==> src/rtl/chhic_pkg.sv <==
`timescale 1ns / 1ps

package chhic_pkg;

    // field widths
    localparam int BYTE_W = 8;
    localparam int AXIS_W = 16;
    localparam int HEAD_W = 9;
    localparam int BUSY_BIT = 5;

    // centered axis difference
    localparam int DIFF_W = AXIS_W + 2;

    // cordic datapath
    localparam int CORDIC_STEPS_DEF = 20;
    localparam int SCALE_W = 24;
    localparam int VEC_W = 48;
    localparam int DIGIT_W = 4;
    localparam int NDIG = VEC_W / DIGIT_W;
    localparam int DIG_CW = $clog2(NDIG);
    localparam int POS_W = $clog2(VEC_W);
    localparam int ABS_W = $clog2(2 * VEC_W);
    localparam int TIDX_W = 5;
    localparam int ATAN_W = 22;
    localparam int FRAC_W = 16;
    localparam int ANG_W = 26;

    // degree arithmetic
    localparam int DEG_W = 11;
    localparam logic signed [DEG_W-1:0] DEG_360 = DEG_W'(360);
    localparam logic signed [ANG_W-1:0] ANG_90 = ANG_W'(90 * 65536);
    localparam logic signed [ANG_W-1:0] ANG_180 = ANG_W'(180 * 65536);

    // extreme tracker reset values
    localparam logic signed [AXIS_W-1:0] LOWEST_RST = AXIS_W'(32767);
    localparam logic signed [AXIS_W-1:0] HIGHEST_RST = AXIS_W'(-32767);

    typedef struct packed {
        logic upd;
        logic ctr;
    } t_cal_ctl;

    // atan(2^-i) in degrees, 16 fraction bits, rounded
    function automatic logic [ATAN_W-1:0] atan_deg(input logic [TIDX_W-1:0] idx);
        logic [ATAN_W-1:0] v;
        case (idx)
            5'd0: v = ATAN_W'(2949120);
            5'd1: v = ATAN_W'(1740967);
            5'd2: v = ATAN_W'(919879);
            5'd3: v = ATAN_W'(466945);
            5'd4: v = ATAN_W'(234379);
            5'd5: v = ATAN_W'(117304);
            5'd6: v = ATAN_W'(58666);
            5'd7: v = ATAN_W'(29335);
            5'd8: v = ATAN_W'(14668);
            5'd9: v = ATAN_W'(7334);
            5'd10: v = ATAN_W'(3667);
            5'd11: v = ATAN_W'(1833);
            5'd12: v = ATAN_W'(917);
            5'd13: v = ATAN_W'(458);
            5'd14: v = ATAN_W'(229);
            5'd15: v = ATAN_W'(115);
            5'd16: v = ATAN_W'(57);
            5'd17: v = ATAN_W'(29);
            5'd18: v = ATAN_W'(14);
            5'd19: v = ATAN_W'(7);
            5'd20: v = ATAN_W'(4);
            5'd21: v = ATAN_W'(2);
            5'd22: v = ATAN_W'(1);
            default: v = '0;
        endcase
        return v;
    endfunction

endpackage

==> src/rtl/chhic_in_if.sv <==
`timescale 1ns / 1ps

interface chhic_in_if import chhic_pkg::*; ();
    logic              valid;
    logic              ready;
    logic [BYTE_W-1:0] status_byte;
    logic [BYTE_W-1:0] y_high_byte;
    logic [BYTE_W-1:0] y_low_byte;
    logic [BYTE_W-1:0] x_high_byte;
    logic [BYTE_W-1:0] x_low_byte;
    logic [BYTE_W-1:0] z_high_byte;
    logic [BYTE_W-1:0] z_low_byte;

    modport source (
        output valid, status_byte, y_high_byte, y_low_byte,
               x_high_byte, x_low_byte, z_high_byte, z_low_byte,
        input  ready
    );
    modport sink (
        input  valid, status_byte, y_high_byte, y_low_byte,
               x_high_byte, x_low_byte, z_high_byte, z_low_byte,
        output ready
    );
endinterface

==> src/rtl/chhic_out_if.sv <==
`timescale 1ns / 1ps

interface chhic_out_if import chhic_pkg::*; ();
    logic                     valid;
    logic                     ready;
    logic                     accepted;
    logic [HEAD_W-1:0]        heading_degrees;
    logic signed [AXIS_W-1:0] x_value;
    logic signed [AXIS_W-1:0] y_value;
    logic signed [AXIS_W-1:0] z_value;

    modport source (
        output valid, accepted, heading_degrees, x_value, y_value, z_value,
        input  ready
    );
    modport sink (
        input  valid, accepted, heading_degrees, x_value, y_value, z_value,
        output ready
    );
endinterface

==> src/rtl/chhic_cfg_if.sv <==
`timescale 1ns / 1ps

interface chhic_cfg_if import chhic_pkg::*; ();
    logic valid;
    logic ready;
    logic calibrate_enable;

    modport source (
        output valid, calibrate_enable,
        input  ready
    );
    modport sink (
        input  valid, calibrate_enable,
        output ready
    );
endinterface

==> src/rtl/chhic_cal.sv <==
`timescale 1ns / 1ps

module chhic_cal import chhic_pkg::*; (
    input  logic                     i_clk,
    input  logic                     i_rst_n,
    input  logic                     i_cfg_wr,
    input  logic                     i_cfg_en,
    input  t_cal_ctl                 i_ctl,
    input  logic signed [AXIS_W-1:0] i_x,
    input  logic signed [AXIS_W-1:0] i_y,
    output logic signed [DIFF_W-1:0] o_dx,
    output logic signed [DIFF_W-1:0] o_dy
);

    logic                     r_cal_en;
    logic signed [AXIS_W-1:0] r_x_low, r_x_high, r_y_low, r_y_high;
    logic signed [DIFF_W-1:0] r_dx, r_dy;

    logic signed [AXIS_W:0]   w_xsum, w_ysum, w_xadj, w_yadj;
    logic signed [AXIS_W-1:0] w_xmid, w_ymid;

    // midpoint, halved toward zero
    assign w_xsum = {r_x_low[AXIS_W-1], r_x_low} + {r_x_high[AXIS_W-1], r_x_high};
    assign w_ysum = {r_y_low[AXIS_W-1], r_y_low} + {r_y_high[AXIS_W-1], r_y_high};
    assign w_xadj = w_xsum + {{AXIS_W{1'b0}}, w_xsum[AXIS_W]};
    assign w_yadj = w_ysum + {{AXIS_W{1'b0}}, w_ysum[AXIS_W]};
    assign w_xmid = w_xadj[AXIS_W:1];
    assign w_ymid = w_yadj[AXIS_W:1];

    always_ff @(posedge i_clk) begin
        if (!i_rst_n) begin
            r_cal_en <= 1'b0;
            r_x_low  <= LOWEST_RST;
            r_x_high <= HIGHEST_RST;
            r_y_low  <= LOWEST_RST;
            r_y_high <= HIGHEST_RST;
        end else if (i_cfg_wr) begin
            r_cal_en <= i_cfg_en;
            if (i_cfg_en) begin
                r_x_low  <= LOWEST_RST;
                r_x_high <= HIGHEST_RST;
                r_y_low  <= LOWEST_RST;
                r_y_high <= HIGHEST_RST;
            end
        end else if (i_ctl.upd && r_cal_en) begin
            if (i_x > r_x_high) r_x_high <= i_x;
            if (i_x < r_x_low)  r_x_low  <= i_x;
            if (i_y > r_y_high) r_y_high <= i_y;
            if (i_y < r_y_low)  r_y_low  <= i_y;
        end
    end

    always_ff @(posedge i_clk) begin
        if (i_ctl.ctr) begin
            r_dx <= {{2{i_x[AXIS_W-1]}}, i_x} - {{2{w_xmid[AXIS_W-1]}}, w_xmid};
            r_dy <= {{2{i_y[AXIS_W-1]}}, i_y} - {{2{w_ymid[AXIS_W-1]}}, w_ymid};
        end
    end

    assign o_dx = r_dx;
    assign o_dy = r_dy;

endmodule

==> src/rtl/chhic_cordic.sv <==
`timescale 1ns / 1ps

module chhic_cordic import chhic_pkg::*; #(
    parameter int CORDIC_STEPS = CORDIC_STEPS_DEF
) (
    input  logic                     i_clk,
    input  logic                     i_rst_n,
    input  logic                     i_start,
    input  logic signed [DIFF_W-1:0] i_ord,
    input  logic signed [DIFF_W-1:0] i_absc,
    output logic                     o_done,
    output logic signed [ANG_W-1:0]  o_angle
);

    localparam int STEP_W = $clog2(CORDIC_STEPS);

    logic                    r_run, r_done;
    logic [VEC_W-1:0]        r_vx, r_vy;
    logic signed [ANG_W-1:0] r_z;
    logic [STEP_W-1:0]       r_step;
    logic [DIG_CW-1:0]       r_dig;
    logic                    r_cx, r_cy, r_xsgn, r_ysgn, r_ynz;

    logic [POS_W-1:0]   w_pos [DIGIT_W];
    logic [DIGIT_W-1:0] w_far, w_sx, w_sy, w_bx, w_by, w_nx, w_ny;
    logic               w_cx, w_cy, w_cin_x, w_cin_y;
    logic               w_last_dig, w_last_step, w_yzero, w_special, w_neg;
    logic [DIFF_W:0]    w_ax, w_ay;
    logic [ANG_W-1:0]   w_atan;

    // shifted taps: old bit (digit*4 + i + t) sits at index i + t, sign beyond the top
    always_comb begin
        for (int t = 0; t < DIGIT_W; t++) begin
            w_pos[t] = POS_W'(r_step) + POS_W'(t);
            w_far[t] = (ABS_W'(r_dig) * ABS_W'(DIGIT_W) + ABS_W'(w_pos[t]))
                       >= ABS_W'(VEC_W);
            w_sx[t]  = w_far[t] ? r_xsgn : r_vx[w_pos[t]];
            w_sy[t]  = w_far[t] ? r_ysgn : r_vy[w_pos[t]];
        end
    end

    // y >= 0 rotates clockwise: x += y>>i, y -= x>>i
    assign w_bx    = r_ysgn ? ~w_sy : w_sy;
    assign w_by    = r_ysgn ? w_sx : ~w_sx;
    assign w_cin_x = (r_dig == '0) ? r_ysgn : r_cx;
    assign w_cin_y = (r_dig == '0) ? !r_ysgn : r_cy;
    assign {w_cx, w_nx} = {1'b0, r_vx[DIGIT_W-1:0]} + {1'b0, w_bx}
                          + {{DIGIT_W{1'b0}}, w_cin_x};
    assign {w_cy, w_ny} = {1'b0, r_vy[DIGIT_W-1:0]} + {1'b0, w_by}
                          + {{DIGIT_W{1'b0}}, w_cin_y};

    assign w_last_dig  = r_dig == DIG_CW'(NDIG - 1);
    assign w_last_step = r_step == STEP_W'(CORDIC_STEPS - 1);
    assign w_yzero     = !(r_ynz | (|w_ny));
    assign w_atan      = {{(ANG_W-ATAN_W){1'b0}}, atan_deg(TIDX_W'(r_step))};

    // start: turn left-half vectors by 180 degrees
    assign w_special = (i_ord == '0) || (i_absc == '0);
    assign w_neg     = i_absc[DIFF_W-1];
    assign w_ax      = w_neg ? -{i_absc[DIFF_W-1], i_absc} : {i_absc[DIFF_W-1], i_absc};
    assign w_ay      = w_neg ? -{i_ord[DIFF_W-1], i_ord} : {i_ord[DIFF_W-1], i_ord};

    always_ff @(posedge i_clk) begin
        if (!i_rst_n) begin
            r_run  <= 1'b0;
            r_done <= 1'b0;
        end else begin
            r_done <= 1'b0;
            if (i_start) begin
                r_run  <= !w_special;
                r_done <= w_special;
            end else if (r_run && w_last_dig && (w_yzero || w_last_step)) begin
                r_run  <= 1'b0;
                r_done <= 1'b1;
            end
        end
    end

    always_ff @(posedge i_clk) begin
        if (i_start) begin
            r_vx   <= {{(VEC_W-SCALE_W-DIFF_W-1){w_ax[DIFF_W]}}, w_ax, {SCALE_W{1'b0}}};
            r_vy   <= {{(VEC_W-SCALE_W-DIFF_W-1){w_ay[DIFF_W]}}, w_ay, {SCALE_W{1'b0}}};
            r_xsgn <= 1'b0;
            r_ysgn <= w_ay[DIFF_W];
            r_step <= '0;
            r_dig  <= '0;
            r_ynz  <= 1'b0;
            r_cx   <= 1'b0;
            r_cy   <= 1'b0;
            if (i_ord == '0) begin
                r_z <= w_neg ? ANG_180 : '0;
            end else if (i_absc == '0) begin
                r_z <= i_ord[DIFF_W-1] ? -ANG_90 : ANG_90;
            end else if (w_neg) begin
                r_z <= i_ord[DIFF_W-1] ? -ANG_180 : ANG_180;
            end else begin
                r_z <= '0;
            end
        end else if (r_run) begin
            r_vx <= {w_nx, r_vx[VEC_W-1:DIGIT_W]};
            r_vy <= {w_ny, r_vy[VEC_W-1:DIGIT_W]};
            r_cx <= w_cx;
            r_cy <= w_cy;
            if (w_last_dig) begin
                r_dig  <= '0;
                r_ynz  <= 1'b0;
                r_xsgn <= w_nx[DIGIT_W-1];
                r_ysgn <= w_ny[DIGIT_W-1];
                r_z    <= r_ysgn ? r_z - w_atan : r_z + w_atan;
                r_step <= r_step + 1'b1;
            end else begin
                r_dig <= r_dig + 1'b1;
                r_ynz <= r_ynz | (|w_ny);
            end
        end
    end

    assign o_done  = r_done;
    assign o_angle = r_z;

endmodule

==> src/rtl/compass_heading_hard_iron_cal_core.sv <==
`timescale 1ns / 1ps

// compass heading with hard-iron calibration
// i_in carries one magnetometer readout per beat: status byte and big-endian
// y, x, z byte pairs. o_out returns one result beat per readout: accepted flag,
// heading 1..360 (0 when rejected) and the assembled axes (0 when rejected).
// i_cfg writes calibrate_enable; writing 1 restarts x/y extreme tracking.
// Config beats are always taken and must only come while the block is idle.
// a readout with the busy status bit set goes straight to the output register.
// a normal readout runs extreme update, centering, load, then the bit-serial
// cordic: each step streams the 48-bit vector through 4-bit digits, up to
// CORDIC_STEPS steps (fewer once the residual ordinate is zero, none for
// axis-aligned vectors).
// one readout is in flight at a time; i_in.ready is high only in the idle state,
// and a new readout can enter while the previous result still waits in the
// output register. a stalled o_out holds the result and the next readout waits
// before its write into the output register.
// synchronous active-low reset clears the control state, disables calibration
// and sets the extremes to their reset values.
module compass_heading_hard_iron_cal_core import chhic_pkg::*; #(
    parameter int CORDIC_STEPS = CORDIC_STEPS_DEF
) (
    input  logic         i_clk,
    input  logic         i_rst_n,
    chhic_in_if.sink     i_in,
    chhic_out_if.source  o_out,
    chhic_cfg_if.sink    i_cfg
);

    typedef enum logic [5:0] {
        S_IDLE = 6'b000001,
        S_CAL  = 6'b000010,
        S_CTR  = 6'b000100,
        S_LOAD = 6'b001000,
        S_ANG  = 6'b010000,
        S_OUT  = 6'b100000
    } t_state;

    t_state r_state, n_state;

    // captured readout
    logic                     r_item_ok;
    logic signed [AXIS_W-1:0] r_x, r_y, r_z;

    // output register
    logic                     r_o_valid;
    logic                     r_o_accepted;
    logic [HEAD_W-1:0]        r_o_heading;
    logic signed [AXIS_W-1:0] r_o_x, r_o_y, r_o_z;

    logic                     w_in_beat, w_out_free, w_out_load, w_done, w_round;
    t_cal_ctl                 w_cal_ctl;
    logic signed [DIFF_W-1:0] w_dx, w_dy;
    logic signed [ANG_W-1:0]  w_angle;
    logic signed [ANG_W-FRAC_W-1:0] w_deg_q;
    logic signed [DEG_W-1:0]  w_deg_t, w_deg_w;
    logic [HEAD_W-1:0]        w_heading;

    assign i_in.ready  = (r_state == S_IDLE);
    assign i_cfg.ready = 1'b1;
    assign w_in_beat   = i_in.valid && i_in.ready;
    assign w_out_free  = !r_o_valid || o_out.ready;
    assign w_out_load  = (r_state == S_OUT) && w_out_free;

    // sequencer
    always_comb begin
        n_state = r_state;
        case (r_state)
            S_IDLE: begin
                if (w_in_beat) begin
                    n_state = i_in.status_byte[BUSY_BIT] ? S_OUT : S_CAL;
                end
            end
            S_CAL:  n_state = S_CTR;
            S_CTR:  n_state = S_LOAD;
            S_LOAD: n_state = S_ANG;
            S_ANG: begin
                if (w_done) n_state = S_OUT;
            end
            S_OUT: begin
                if (w_out_free) n_state = S_IDLE;
            end
            default: n_state = S_IDLE;
        endcase
    end

    always_ff @(posedge i_clk) begin
        if (!i_rst_n) begin
            r_state <= S_IDLE;
        end else begin
            r_state <= n_state;
        end
    end

    always_ff @(posedge i_clk) begin
        if (w_in_beat) begin
            r_item_ok <= !i_in.status_byte[BUSY_BIT];
            r_x       <= {i_in.x_high_byte, i_in.x_low_byte};
            r_y       <= {i_in.y_high_byte, i_in.y_low_byte};
            r_z       <= {i_in.z_high_byte, i_in.z_low_byte};
        end
    end

    // extremes and centering
    assign w_cal_ctl.upd = (r_state == S_CAL) && r_item_ok;
    assign w_cal_ctl.ctr = (r_state == S_CTR);

    chhic_cal u_cal (
        .i_clk    (i_clk),
        .i_rst_n  (i_rst_n),
        .i_cfg_wr (i_cfg.valid && i_cfg.ready),
        .i_cfg_en (i_cfg.calibrate_enable),
        .i_ctl    (w_cal_ctl),
        .i_x      (r_x),
        .i_y      (r_y),
        .o_dx     (w_dx),
        .o_dy     (w_dy)
    );

    // atan2(dx, dy) in degrees
    chhic_cordic #(
        .CORDIC_STEPS (CORDIC_STEPS)
    ) u_cordic (
        .i_clk   (i_clk),
        .i_rst_n (i_rst_n),
        .i_start (r_state == S_LOAD),
        .i_ord   (w_dx),
        .i_absc  (w_dy),
        .o_done  (w_done),
        .o_angle (w_angle)
    );

    // truncate toward zero, wrap to 0..359, then 360 minus that
    assign w_deg_q   = w_angle[ANG_W-1:FRAC_W];
    assign w_round   = w_angle[ANG_W-1] && (|w_angle[FRAC_W-1:0]);
    assign w_deg_t   = DEG_W'(w_deg_q) + {{(DEG_W-1){1'b0}}, w_round};
    always_comb begin
        w_deg_w = w_deg_t;
        if (w_deg_t[DEG_W-1]) begin
            w_deg_w = w_deg_t + DEG_360;
        end else if (w_deg_t >= DEG_360) begin
            w_deg_w = w_deg_t - DEG_360;
        end
    end
    assign w_heading = HEAD_W'(DEG_360 - w_deg_w);

    // output register, holds while the receiver stalls
    always_ff @(posedge i_clk) begin
        if (!i_rst_n) begin
            r_o_valid <= 1'b0;
        end else if (w_out_load) begin
            r_o_valid <= 1'b1;
        end else if (o_out.ready) begin
            r_o_valid <= 1'b0;
        end
    end

    always_ff @(posedge i_clk) begin
        if (w_out_load) begin
            r_o_accepted <= r_item_ok;
            r_o_heading  <= r_item_ok ? w_heading : '0;
            r_o_x        <= r_item_ok ? r_x : '0;
            r_o_y        <= r_item_ok ? r_y : '0;
            r_o_z        <= r_item_ok ? r_z : '0;
        end
    end

    assign o_out.valid           = r_o_valid;
    assign o_out.accepted        = r_o_accepted;
    assign o_out.heading_degrees = r_o_heading;
    assign o_out.x_value         = r_o_x;
    assign o_out.y_value         = r_o_y;
    assign o_out.z_value         = r_o_z;

    // cordic finishes only while the sequencer waits for it
    a_done_in_ang: assert property (@(posedge i_clk) disable iff (!i_rst_n)
        w_done |-> r_state == S_ANG)
        else $error("cordic done outside angle wait");

    // busy readouts skip the datapath, good ones start with the extreme update
    a_accept_next: assert property (@(posedge i_clk) disable iff (!i_rst_n)
        w_in_beat |=> (r_state == S_OUT) != (r_state == S_CAL))
        else $error("bad state after input beat");

    // accepted results carry a heading of 1..360, rejected ones carry zero
    a_heading_range: assert property (@(posedge i_clk) disable iff (!i_rst_n)
        o_out.valid |-> (o_out.accepted ?
            (o_out.heading_degrees != '0 && o_out.heading_degrees <= HEAD_W'(360)) :
            (o_out.heading_degrees == '0)))
        else $error("heading out of range");

endmodule
==> src/flat_wrapper.sv <==
// flat-port wrapper written by rule: the top's interface ports become plain ports
module compass_heading_hard_iron_cal_core_flat import chhic_pkg::*;
#(
    parameter int CORDIC_STEPS = CORDIC_STEPS_DEF
)
  (i_clk, i_rst_n, i_in_valid, i_in_status_byte, i_in_y_high_byte, i_in_y_low_byte, i_in_x_high_byte, i_in_x_low_byte, i_in_z_high_byte, i_in_z_low_byte, i_in_ready, o_out_valid, o_out_accepted, o_out_heading_degrees, o_out_x_value, o_out_y_value, o_out_z_value, o_out_ready, i_cfg_valid, i_cfg_calibrate_enable, i_cfg_ready);
  chhic_in_if i_in_i ();
  chhic_out_if o_out_i ();
  chhic_cfg_if i_cfg_i ();
  input  logic i_clk;
  input  logic i_rst_n;
  input wire logic [$bits(i_in_i.valid)-1:0] i_in_valid;
  input wire logic [$bits(i_in_i.status_byte)-1:0] i_in_status_byte;
  input wire logic [$bits(i_in_i.y_high_byte)-1:0] i_in_y_high_byte;
  input wire logic [$bits(i_in_i.y_low_byte)-1:0] i_in_y_low_byte;
  input wire logic [$bits(i_in_i.x_high_byte)-1:0] i_in_x_high_byte;
  input wire logic [$bits(i_in_i.x_low_byte)-1:0] i_in_x_low_byte;
  input wire logic [$bits(i_in_i.z_high_byte)-1:0] i_in_z_high_byte;
  input wire logic [$bits(i_in_i.z_low_byte)-1:0] i_in_z_low_byte;
  output wire logic [$bits(i_in_i.ready)-1:0] i_in_ready;
  output wire logic [$bits(o_out_i.valid)-1:0] o_out_valid;
  output wire logic [$bits(o_out_i.accepted)-1:0] o_out_accepted;
  output wire logic [$bits(o_out_i.heading_degrees)-1:0] o_out_heading_degrees;
  output wire logic [$bits(o_out_i.x_value)-1:0] o_out_x_value;
  output wire logic [$bits(o_out_i.y_value)-1:0] o_out_y_value;
  output wire logic [$bits(o_out_i.z_value)-1:0] o_out_z_value;
  input wire logic [$bits(o_out_i.ready)-1:0] o_out_ready;
  input wire logic [$bits(i_cfg_i.valid)-1:0] i_cfg_valid;
  input wire logic [$bits(i_cfg_i.calibrate_enable)-1:0] i_cfg_calibrate_enable;
  output wire logic [$bits(i_cfg_i.ready)-1:0] i_cfg_ready;
  assign i_in_i.valid = i_in_valid;
  assign i_in_i.status_byte = i_in_status_byte;
  assign i_in_i.y_high_byte = i_in_y_high_byte;
  assign i_in_i.y_low_byte = i_in_y_low_byte;
  assign i_in_i.x_high_byte = i_in_x_high_byte;
  assign i_in_i.x_low_byte = i_in_x_low_byte;
  assign i_in_i.z_high_byte = i_in_z_high_byte;
  assign i_in_i.z_low_byte = i_in_z_low_byte;
  assign i_in_ready = i_in_i.ready;
  assign o_out_valid = o_out_i.valid;
  assign o_out_accepted = o_out_i.accepted;
  assign o_out_heading_degrees = o_out_i.heading_degrees;
  assign o_out_x_value = o_out_i.x_value;
  assign o_out_y_value = o_out_i.y_value;
  assign o_out_z_value = o_out_i.z_value;
  assign o_out_i.ready = o_out_ready;
  assign i_cfg_i.valid = i_cfg_valid;
  assign i_cfg_i.calibrate_enable = i_cfg_calibrate_enable;
  assign i_cfg_ready = i_cfg_i.ready;
  compass_heading_hard_iron_cal_core #(.CORDIC_STEPS(CORDIC_STEPS)) u_core (.i_clk(i_clk), .i_rst_n(i_rst_n), .i_in(i_in_i), .o_out(o_out_i), .i_cfg(i_cfg_i));
endmodule
==> config.mk <==
export PLATFORM = sky130hd
export DESIGN_NAME = compass_heading_hard_iron_cal_core_flat
export DESIGN_NICKNAME = d
export VERILOG_FILES = /design/src/rtl/chhic_pkg.sv /design/src/rtl/chhic_in_if.sv /design/src/rtl/chhic_out_if.sv /design/src/rtl/chhic_cfg_if.sv /design/src/rtl/chhic_cal.sv /design/src/rtl/chhic_cordic.sv /design/src/rtl/compass_heading_hard_iron_cal_core.sv /design/src/flat_wrapper.sv
export SDC_FILE = /design/constraint.sdc
export NUM_CORES = 1
export LEC_CHECK = 0
export ABC_AREA = 1
export BUFFER_PORTS_ARGS = -buffer_cell sky130_fd_sc_hd__buf_2
export CAP_MARGIN = 20
export CORE_MARGIN = 2
export CORE_UTILIZATION = 35
export CTS_CLUSTER_SIZE = 14
export DETAILED_ROUTE_END_ITERATION = 6
export GPL_TIMING_DRIVEN = 0
export SLEW_MARGIN = 30
export SYNTH_ARGS = -nofsm -noshare
export SYNTH_HDL_FRONTEND = slang
export SYNTH_SLANG_ARGS = --single-unit
==> constraint.sdc <==
create_clock -name i_clk -period 13.8 [get_ports i_clk]
set_clock_uncertainty 0.1 [all_clocks]
set_input_delay 4.14 -clock i_clk [delete_from_list [all_inputs] [get_ports i_clk]]
set_output_delay 4.14 -clock i_clk [all_outputs]
set_load 0.02 [all_outputs]
[Word-level counts from Yosys, hierarchy flattened]
Memory sizes are Yosys's and may differ from the RTL's. A register that Yosys moved wholly into a read port is not among the register bits.
Index checks and enable logic that the tools add are counted.
Word-level totals
  register bits: 353
  ROM bits: 704
  bits of input ports: 62
  logic and storage cells: 202
  memories kept: 1
Memory list
  (name not given): words 32, width 22, rd ports 1, clocked after Yosys merged registers in 1, write ports 0, line chhic_pkg.sv:46  | case (idx)
Operators by class
  $add $sub $neg: 27
  magnitude comparators: 13
  equality and inequality tests: 12
  multiplexer cells: 78
  bitwise gates (word level): 3
  reduce and logical (&&, ||, !) cells: 36
Operator list (number)
  2-to-1 mux 26 bit: 9
  2-to-1 mux 16 bit: 14
  2-to-1 mux 48 bit: 4
  2-to-1 mux 19 bit: 2
  negation 19 bit: 2
  binary-select mux 1 bit (select 6 bit): 6
  logical NOT 18 bit: 2
  one-hot mux 6 bit (6 select lines): 1
  adder 16 x 16 -> 17 bit: 2
  adder 17 x 1 -> 17 bit: 2
  subtractor 16 x 16 -> 17 bit: 2
  greater-than comparator 16 bit: 2
  < comparator 16 bit: 2
  greater-or-equal comparator 7 x 6 -> 1 bit (second input constant): 4
  2-to-1 mux 1 bit: 28
  adder 26 x 22 -> 26 bit: 1
  subtractor 26 x 22 -> 26 bit: 1
  2-to-1 mux 24 bit: 1
  2-to-1 mux 6 bit: 4
  adder 6 x 6 -> 7 bit: 3
  < comparator 6 x 7 -> 1 bit (second input constant): 3
  2-to-1 mux 9 bit: 2
  nonzero test 2 bit: 9
  OR reduction 16 bit: 1
  other kinds (35): 62

[Logic depth before layout (Yosys ltp)]
  depth after elaboration: 15
  gate-level depth with buffers: 37
  gate-level depth less buffers: 37

[Hierarchy]
From an unflattened synthesis, not the netlist that was laid out.
Unflattened totals
  cell total of the unflattened synthesis: 3870
  area total of the unflattened synthesis: 27486.4 µm²
By module, submodules not included
  chhic_cordic: instances 1, cells an instance 1960, area each 12838.6 µm², seq. area each 3953.8 µm²
  chhic_cal: instances 1, cells an instance 1475, area each 9683.0 µm², seq. area each 2322.2 µm²
  compass_heading_hard_iron_cal_core: instances 1, cells an instance 435, area each 4964.8 µm², seq. area each 3353.2 µm²

[Worst setup path before layout]
OpenSTA, ideal clock, no wires.
  path type: input to register
  start point: input port o_out_ready
  end point: register u_core.r_o_accepted, in the netlist u_core.o_out.accepted (enable)
  arrival time: 6.612 ns
  required time: 13.226 ns
  slack: 6.614 ns
  stages: 2
  cells stage by stage: nor2_1 -> nor2_1
On the way
  cells in the longest elaborated chain, start to end: 2
RTL lines
  start, declared: line flat_wrapper.sv:27  | input wire logic [$bits(o_out_i.ready)-1:0] o_out_ready;
  logical OR 1 bit: line compass_heading_hard_iron_cal_core.sv:62  | assign w_out_free = !r_o_valid || o_out.ready;
  logical AND 1 bit: line compass_heading_hard_iron_cal_core.sv:63  | assign w_out_load = (r_state == S_OUT) && w_out_free;
  net u_core.w_out_load: line compass_heading_hard_iron_cal_core.sv:51  | logic w_in_beat, w_out_free, w_out_load, w_done, w_round;
  end signal, assigned: line compass_heading_hard_iron_cal_core.sv:160  | r_o_accepted <= r_item_ok;
  end, declared: line compass_heading_hard_iron_cal_core.sv:47  | logic r_o_accepted;
The timed path passes the listed nets, and every way through them passes these cells.
A chain may end at the register's enable or synchronous reset.

[Worst setup path after layout]
  start point: register u_core.r_state[2]
  end point: output port i_in_ready
On the way
  cells in the longest elaborated chain, start to end: 1
RTL lines
  start, declared: line compass_heading_hard_iron_cal_core.sv:39  | t_state r_state, n_state;
  start signal, assigned: line compass_heading_hard_iron_cal_core.sv:91  | r_state <= n_state;
  == test 6 x 1 -> 1 bit: line compass_heading_hard_iron_cal_core.sv:59  | assign i_in.ready = (r_state == S_IDLE);
  end, declared: line flat_wrapper.sv:20  | output wire logic [$bits(i_in_i.ready)-1:0] i_in_ready;
No other way between the ends.

==> flow_summary.ini <==
[power]
seqPwrFrac_pct = 37.1
netSwitchingPower_mw = 1.17
p_comb_share_pct = 28.0
pwr-share-clk_pct = 34.9
leakagePower_nw = 12.8
p_int_mw = 2.42
swShare_pct = 32.6
peakVddDrop_v = 0.000108
power.density_nw_per_um2 = 125

[clocking]
clockRootBuffer = clkbuf_16
clk_latency_ns = 0.59
cts_buffer_depth = 3
cts_tree = built
hold_buffers = 0
cts_sinks = 373
post_cts_buffers = 0
cts.clk_slew.worst_paths_ns = 0.06
cts_buffers = 46
cts.repair.resized = 0
cts_max_level = 2

[logic_synthesis]
synth_area_um2 = 25000
avgSynthCellArea_um2 = 7.87
async_flop_share_pct = 0
yosysWarnings = 0
synthCells = 3183
yosys-top-cells-area = edfxtp_1 26%, dfxtp_1 13%, ha_1 9.9%
synth_common_cells = 586 x nand2_1, 497 x inv_1, 266 x o21ai_0
synth_top_flop_cell = edfxtp_1
synth_edf_count = 216
synth.most_common_cell = nand2_1
synth_nets = 3456
netlist-cell-type-count = 69
seq_area_frac_synth_pct = 38.5
ys_ff_latch = 373
synth_top_area_cell = edfxtp_1
synth_top_area_share_pct = 25.9

[grt]
gr-usage-all-layers_pct = 19.0
grt_pass1_wl_um = 113000
grt_pass1_vias = 21037
grt_max_degree = 51
overflow = 0
antenna_found_initial = 0

[critical_path]
startpoint_type = flip-flop
reg2reg_depth = 24
crit_required_ns = 9.56
end_kind = output port
crit_fanout = 5
path_class = flip-flop to output port
cp.arrival_ns = 2.08

[placed_design]
gp_congestion = 0.989
io_buffers = 113
hpwl_um = 54800

[timing]
setup-violations-final = 0
tightest_slew_ns = 1.04
finalCritPeriodShare_pct = 45.8
period_minus_slack_ns = 6.32
rsz0062_at_grt = false
max_slew_margin_pct = 30.4
finalMaxSlewViolations = 0
whs_ns = 0.380
hold_viol = 0
fin_setup_tns_ns = 0
fmax_mhz = 158

[cells_and_area]
diodes = 0
syn2layout_area_growth_pct = 14.2
drive_gt1_share_pct = 8.65
final_nets = 3624

[detailed_routing]
vias = 21988
initialDrtViolationCount = 1474
wirelength_um = 70900
remaining_drc_errors = 0
postRouteAntennaNets = 0
vias_per_cell = 5.07
wl_per_cell_um = 16.3
first_pass_iters = 5

[floorplan]
die_h_um = 271
row_count = 98
io_pins = 123
die_w_um = 271
core_area_um2 = 71100
initial_core_util_pct = 35.2
dieArea_um2 = 73700

[hold_path]
whs_path_depth = 2
hold_path_class = flip-flop to flip-flop

[status]
status = finished clean

[run]
maxCapViolCount = 0
-- worst paths after layout --
kind                                   from  slack, ns                    end
setup / recovery          u_core.r_state[2]       7.48             i_in_ready
hold / removal         u_core.u_cordic.r_cy       0.38   u_core.u_cordic.r_cy
setup reg to reg  u_core.u_cordic.r_step[1]       8.00  u_core.u_cordic.r_run
hold reg to reg        u_core.u_cordic.r_cy       0.38   u_core.u_cordic.r_cy
-- cells in the final DEF, fill, tap and decap left out, types with 50 or more instances in the layout --
cell,Yosys,routed
nand2_1,586,584
inv_1,497,496
o21ai_0,266,266
a21oi_1,248,248
edfxtp_1,216,216
nor2_1,205,203
ha_1,198,198
dfxtp_1,157,157
buf_2,17,130
nand3_1,124,124
clkbuf_1,83,93
xor2_1,86,85
o211ai_1,66,66
nand4_1,59,59
a22oi_1,50,50
-- power groups by stage --
stage          combinational [mW]  sequential [mW]  clock (mW)
2_1_floorplan               0.765             1.35           0
3_3_place_gp                0.980             1.36           0
3_5_place_dp                 1.01             1.35           0
5_1_grt                      1.16             1.34        1.32
4_1_cts                      1.01             1.33        1.28
6_report                     1.00             1.33        1.25
-- worst max-delay path, cell delays in order (launching register included) --
cell and delay (ns):
dfxtp_1 0.32, nor2_1 0.19, inv_1 0.10, nor4_2 0.59
buf_2 0.29
-- through the flow --
stage	util [%]	instance area, µm²	power (mW)	setup slack (ns)	cells
6_report	40.2	28600	3.59	7.48	4338
5_1_grt	40.2	28600	3.81	7.42	4338
4_1_cts	40.2	28600	3.62	7.50	4338
3_5_place_dp	38.0	27000	2.36	7.51	4253
3_3_place_gp	37.7	26800	2.34	5.04	4246
2_1_floorplan	-	25000	2.11	6.61	3183
-- metal layers --
layer  share of wire (%)  vias to the layer above  global-route usage (%)
met4                 3.2                        0                    6.62
met3                 4.8                      132                    2.11
met1                  45                    10172                    25.0
met5                   0                        -                       0
li1                    -                    11133                       -
met2                  47                      551                    32.4
-- cell type report --
cell class | instances | area (µm²)
buffer | 113 | 464
fill | 7347 | 42500
multi-input combinational | 2190 | 13100
sequential | 373 | 9630
clock inverter | 23 | 272
tap | 950 | 1190
clock buffer | 62 | 1290
inverter | 507 | 1910
timing repair buffer | 120 | 758
-- cells by family after synthesis --
group | count (synthesis) | share of synthesized area [%]
buf+inv | 620 | 9.46
other cells | 1 | 0.0150
simple gates | 1089 | 18.8
flops | 373 | 38.5
fa+ha+maj | 211 | 10.9
xor+xnor | 119 | 4.22
mux | 5 | 0.200
compound gates | 765 | 17.9
-- state kept, by name, indices dropped and copies added (netlist names), 9 cells and up --
register and cells:
u_core.u_cordic.w_atan 22, u_core.u_cordic.r_vy 48, u_core.u_cal.o_dx 17, u_core.u_cal.r_y_low 16, u_core.r_z 16, u_core.u_cal.r_x_low 16
u_core.o_out.y_value 16, u_core.u_cal.r_y_high 16, u_core.o_out.z_value 16, u_core.u_cordic.o_angle 26, u_core.o_out.heading_degrees 9, u_core.r_x 16
u_core.u_cal.r_x_high 16, u_core.u_cordic.r_vx 48, u_core.o_out.x_value 16, u_core.u_cal.o_dy 17, u_core.r_y 16
Power figures use the tool's default switching activity.
